### src/hw/rtl/wcme_pkg.sv
`timescale 1ns / 1ps
// ----------------------------------------------------------------------------
// wcme_pkg
// Shared constants, types and helpers of the weighted cut minimum engine.
// ----------------------------------------------------------------------------
package wcme_pkg;

    localparam int MAX_VERTICES = 8;
    localparam int VTX_BITS     = $clog2(MAX_VERTICES);
    localparam int CUT_MAX      = MAX_VERTICES * MAX_VERTICES * 2;
    localparam int CUT_BITS     = 7;
    localparam int NC_BITS      = CUT_BITS + 1;
    localparam int WEIGHT_BITS  = 16;
    localparam int VALUE_BITS   = 40;
    localparam int NB_BITS      = 20;
    localparam int PROD_BITS    = WEIGHT_BITS + NB_BITS;
    localparam int SQ_BITS      = 2 * WEIGHT_BITS;
    localparam int COUNT_BITS   = 8;
    localparam int ADJ_BITS     = 28;
    localparam int VCNT_BITS    = 4;
    localparam int PH_BITS      = 4;
    localparam int CFG_IDX_BITS = 1;
    localparam int S_DATA_BITS  = 24;
    localparam int M_DATA_BITS  = 88;

    // build phases of one cut
    localparam logic [PH_BITS-1:0] PH_ROW      = 4'd0;
    localparam logic [PH_BITS-1:0] PH_MUL_LAST = 4'd8;
    localparam logic [PH_BITS-1:0] PH_ACC_LAST = 4'd9;
    localparam logic [PH_BITS-1:0] PH_WRITE    = 4'd10;

    typedef enum logic [1:0] {
        CMD_LOAD     = 2'd0,
        CMD_TRIAL    = 2'd1,
        CMD_COMMIT   = 2'd2,
        CMD_RESERVED = 2'd3
    } cmd_t;

    localparam logic [CFG_IDX_BITS-1:0] REG_VERTEX_COUNT = 1'd0;
    localparam logic [CFG_IDX_BITS-1:0] REG_ADJACENCY    = 1'd1;

    typedef logic [MAX_VERTICES-1:0][NB_BITS-1:0] nb_row_t;

    typedef struct packed {
        logic capture;
        logic wr_weight;
        logic build_start;
        logic scan_start;
        logic scan_commit;
        logic out_load;
        logic out_reject;
    } dp_cmd_t;

    typedef struct packed {
        logic bad;
        logic done;
    } dp_status_t;

    // edge i<j lives at bit j*(j-1)/2+i
    function automatic logic edge_bit(input logic [ADJ_BITS-1:0] adj, input int i,
                                      input int j);
        int lo;
        int hi;
        int idx;
        lo = (i < j) ? i : j;
        hi = (i < j) ? j : i;
        idx = hi * (hi - 1) / 2 + lo;
        if (lo == hi || idx >= ADJ_BITS) begin
            return 1'b0;
        end
        return adj[idx];
    endfunction

endpackage

### src/hw/rtl/wcme_ctrl.sv
`timescale 1ns / 1ps
// ----------------------------------------------------------------------------
// wcme_ctrl
// Command sequencer: input handshake, pass control and result register valid.
// ----------------------------------------------------------------------------
module wcme_ctrl (
    input  logic                 aclk,
    input  logic                 aresetn,
    input  logic                 s_tvalid,
    output logic                 s_tready,
    input  logic [1:0]           s_cmd,
    input  logic                 s_last,
    output logic                 m_tvalid,
    input  logic                 m_tready,
    output wcme_pkg::dp_cmd_t    dp_cmd,
    input  wcme_pkg::dp_status_t dp_status
);

    typedef enum logic [2:0] {
        ST_IDLE,
        ST_CHECK,
        ST_BUILD,
        ST_SCAN,
        ST_REPLY
    } state_t;

    state_t state_reg;
    logic   commit_reg;
    logic   reject_reg;
    logic   m_tvalid_reg;
    logic   accept;
    logic   out_free;

    assign s_tready = (state_reg == ST_IDLE);
    assign accept   = s_tvalid && s_tready;
    assign out_free = !m_tvalid_reg || m_tready;
    assign m_tvalid = m_tvalid_reg;

    always_comb begin
        dp_cmd             = '0;
        dp_cmd.capture     = accept;
        dp_cmd.wr_weight   = accept && (s_cmd == wcme_pkg::CMD_LOAD);
        dp_cmd.build_start = accept && (s_cmd == wcme_pkg::CMD_LOAD) && s_last;
        dp_cmd.scan_start  = (state_reg == ST_CHECK) && !dp_status.bad;
        dp_cmd.scan_commit = commit_reg;
        dp_cmd.out_load    = (state_reg == ST_REPLY) && out_free;
        dp_cmd.out_reject  = reject_reg;
    end

    always_ff @(posedge aclk) begin
        if (!aresetn) begin
            state_reg    <= ST_IDLE;
            commit_reg   <= 1'b0;
            reject_reg   <= 1'b0;
            m_tvalid_reg <= 1'b0;
        end else begin
            if (m_tvalid_reg && m_tready) begin
                m_tvalid_reg <= 1'b0;
            end
            case (state_reg)
                ST_IDLE: begin
                    if (accept) begin
                        case (s_cmd)
                            wcme_pkg::CMD_LOAD: begin
                                if (s_last) begin
                                    state_reg <= ST_BUILD;
                                end
                            end
                            wcme_pkg::CMD_TRIAL,
                            wcme_pkg::CMD_COMMIT: begin
                                commit_reg <= (s_cmd == wcme_pkg::CMD_COMMIT);
                                state_reg  <= ST_CHECK;
                            end
                            default: ;
                        endcase
                    end
                end
                ST_CHECK: begin
                    reject_reg <= dp_status.bad;
                    state_reg  <= dp_status.bad ? ST_REPLY : ST_SCAN;
                end
                ST_BUILD: begin
                    reject_reg <= 1'b0;
                    if (dp_status.done) begin
                        state_reg <= ST_REPLY;
                    end
                end
                ST_SCAN: begin
                    if (dp_status.done) begin
                        state_reg <= ST_REPLY;
                    end
                end
                ST_REPLY: begin
                    if (out_free) begin
                        m_tvalid_reg <= 1'b1;
                        state_reg    <= ST_IDLE;
                    end
                end
                default: state_reg <= ST_IDLE;
            endcase
        end
    end

`ifndef ASSERT_OFF
    a_load_free: assert property (@(posedge aclk) disable iff (!aresetn)
        dp_cmd.out_load |-> (!m_tvalid_reg || m_tready))
        else $error("result register overwritten while held");
    a_done_busy: assert property (@(posedge aclk) disable iff (!aresetn)
        dp_status.done |-> (state_reg == ST_BUILD || state_reg == ST_SCAN))
        else $error("pass finished outside a pass");
    a_move_check: assert property (@(posedge aclk) disable iff (!aresetn)
        (accept && (s_cmd == wcme_pkg::CMD_TRIAL || s_cmd == wcme_pkg::CMD_COMMIT))
        |=> (state_reg == ST_CHECK))
        else $error("move not checked");
`endif

endmodule

### config.mk
export PLATFORM = sky130hd
export DESIGN_NAME = wcme_ctrl
export DESIGN_NICKNAME = d
export VERILOG_FILES = /design/src/hw/rtl/wcme_pkg.sv /design/src/hw/rtl/wcme_ctrl.sv
export SDC_FILE = /design/constraint.sdc
export NUM_CORES = 1
export LEC_CHECK = 0
export ABC_AREA = 1
export ABC_CLOCK_PERIOD_IN_PS = 900
export BUFFER_PORTS_ARGS = -buffer_cell sky130_fd_sc_hd__buf_2
export CAP_MARGIN = 20
export CORE_AREA = 2 2 39 41
export DETAILED_ROUTE_END_ITERATION = 10
export DIE_AREA = 0 0 41 43
export SLEW_MARGIN = 20
export SYNTH_ARGS = -nofsm -noshare
export SYNTH_HDL_FRONTEND = slang
export SYNTH_SLANG_ARGS = --single-unit
### constraint.sdc
create_clock -name aclk -period 0.9 [get_ports aclk]
set_input_delay 0.045 -clock aclk [delete_from_list [all_inputs] [get_ports aclk]]
set_output_delay 0.045 -clock aclk [all_outputs]
set_load 0.05 [all_outputs]
==> impl_metrics.tcl <==
set metrics [dict create \
    outcome "complete, but fails checks" \
    violations "negative setup slack" \
    synth.most_common_cell "inv_1" \
    synth.yosys.seq_area_share 0.2743 \
    p_per_area_nw_per_um2 3698 \
    slowest_stage "dfxtp_2" \
    ys_top_cells_by_count "inv_1 (13), nand2_1 (10), dfxtp_1 (6), nor2_1 (6)" \
    grtUsageTotal 0.1558 \
    hold_viol_final 0 \
    netlist_area_um2 437.9 \
    min_path_type "primary input to register" \
    core_region_area_um2 1384 \
    required_ns 0.85 \
    largest_reg_flops 3 \
    ys.flop_type "dfxtp_1" \
    yosys-top-cells-area "dfxtp_1 (27%), inv_1 (11%), nand2_1 (8.6%)" \
    place_ws_ns -0.2480 \
    setup-tns-final_ns -2.819 \
    arrival_ns 1.24 \
    drive_above_1_share 0.5876 \
    numCtsBuffers 3 \
    finalClockSkew_ns 0.01012 \
    wl_um 1104 \
    syn_area_per_cell_um2 6.737 \
    cp-end-kind "output pin" \
    synth_edf_count 0 \
    place.gp.congestion 0.8147 \
    synth_cell_type_count 20 \
    worstPathMaxFanout 4 \
    synth_nets 76 \
    drv_cap 0 \
    vias 499 \
    yosys_warnings 0 \
    numPortBuffers 17 \
    dr.pass1.iters 2 \
    ctsLongestPathBuffers 2 \
    cp-startpoint "state_reg[0]" \
    grt-ovfl-total 0 \
    report.final.slew_viol_count 0 \
    core.rowCount 14 \
    hold_start "aresetn" \
    pin_count 18 \
    fin_util 0.5651 \
    synth.top_cell.area_share 0.2743 \
    ir_drop_mv 1.819 \
    path_clk_slew_ns 0.04 \
    worstSkewPairLatency_ns 0.25 \
    hold_buffers 0 \
    whs_ns 0.04824 \
    h-tree-depth 1 \
    initial_core_util 0.3165 \
    die_area_um2 1763 \
    crit_family "simple AND/OR/NAND/NOR gates" \
    worstReg2RegStart "state_reg[0]" \
    worstSetupPathType "register to output pin" \
    postSynthRegisterBits 6 \
    die_h_um 43 \
    crit_path_frequent_cell "nor2_4" \
    grt_pass1_wl_um 1835 \
    antenna_found_initial 0 \
    area_delta_synth_final_pct 78.57 \
    cts-root-buf "clkbuf_4" \
    path_buf_inv 1 \
    antenna_cells 0 \
    tritoncts "yes" \
    wire_per_inst_um 9.770 \
    start_kind "register" \
    fin_ws_ns -0.3800 \
    power.leakage_nw 0.3918 \
    worstHoldPathCells 3 \
    rrSetupSlack_ns -0.30 \
    ant_nets 0 \
    yosys.area.top_type "dfxtp_1" \
    reg2reg_depth 9 \
    drcViolationCount 0 \
    synthCells 65 \
    crit_chain "nor2_4, nand2_4, nor2_4, and3_4, buf_8" \
    die_w_um 41 \
    drt-initial-drc-count 4 \
    final_nets 109 \
    finalPower_mw 2.892 \
    fmax_mhz 781.2 \
    min_period_ns 1.280 \
    max_slew_margin 0.8434 \
    synthArstFlopShare 0 \
    grt_setup_unrepaired "yes" \
    vias_per_cell 4.416 \
    clock_sinks 6 \
    tightest_slew_ns 0.2333 \
    critical_path_depth 5 \
    grt_pass1_vias 461 \
    grt_max_degree 6 \
    slowest_delay_ns 0.33 \
    fin_crit_sh 1.422 \
    finalSetupViolations 11 \
]
layout by cell type, fill, tap and decap left out, types with 3 or more instances in the layout:
cell	instances
dfxtp_2	3
nand2_1	7
nand3_1	3
buf_2	8
inv_1	11
clkbuf_4	5
nand2_2	3
buf_8	3
buf_6	3
buf_4	15
nor2_1	4
final cells by class:
| cell class | count | area, um2 |
|---|---|---|
| clock buffers | 4 | 26.28 |
| fillers | 132 | 601.8 |
| inverters | 15 | 65.06 |
| multi-input cells | 41 | 296.5 |
| flip-flops and latches | 6 | 127.6 |
| well taps | 16 | 20.02 |
| repair buffers | 31 | 246.5 |
worst register-to-register path, delay by kind of cell (launching register included):
family	cells	cell delay, ns
AND/OR/NAND/NOR	5	0.41
flip-flops	1	0.33
AO/OA/AOI/OAI	1	0.08
buffers and inverters	3	0.27
cell families (layout without fill, tap and decap cells):
logic type               Yosys count  count (layout)  synth area share
AND/OR/NAND/NOR                   32              32            0.4086
buffers and inverters             18              50            0.1800
AO/OA/AOI/OAI                      7               7           0.07999
flip-flops                         6               6            0.2743
adder cells (fa/ha/maj)            2               2           0.05713
report_power, final:
group,switching [mW],internal (mW),total [mW],leakage (nW)
Sequential,0.105,0.378,0.483,0.0510
Clock,0.0983,0.168,0.266,0.0150
Combinational,1.24,0.904,2.14,0.326
Total,1.44,1.45,2.89,0.392
routing by layer:
metal  GRT usage  vias to the layer above  share of wire
li1            -                      266              -
met1      0.1710                      224           0.38
met2      0.2594                        9           0.56
met3     0.08377                        0          0.053
met4     0.02000                        0              0
met5           0                        -              0
through the flow:
stage               std cells  cell area, um2
finish                    113           782.0
CTS                       113           749.5
detailed placement        106           644.4
global placement          106           644.4
floorplan                  65           483.0
global route              113           782.0
worst paths after layout:
check | end
worst max-delay path | dp_cmd[4]
worst max register to register | state_reg[2]
worst min register to register | commit_reg
worst min-delay path | state_reg[0]
repair_timing:
action | CTS | global route
gates resized for setup | 16 | 11
pin swaps | 2 | 2
endpoints found under the hold margin | 0 | 0
setup endpoints to repair | 11 | 15
buffers inserted | 3 | 0
(Power assumes the default switching activity.)
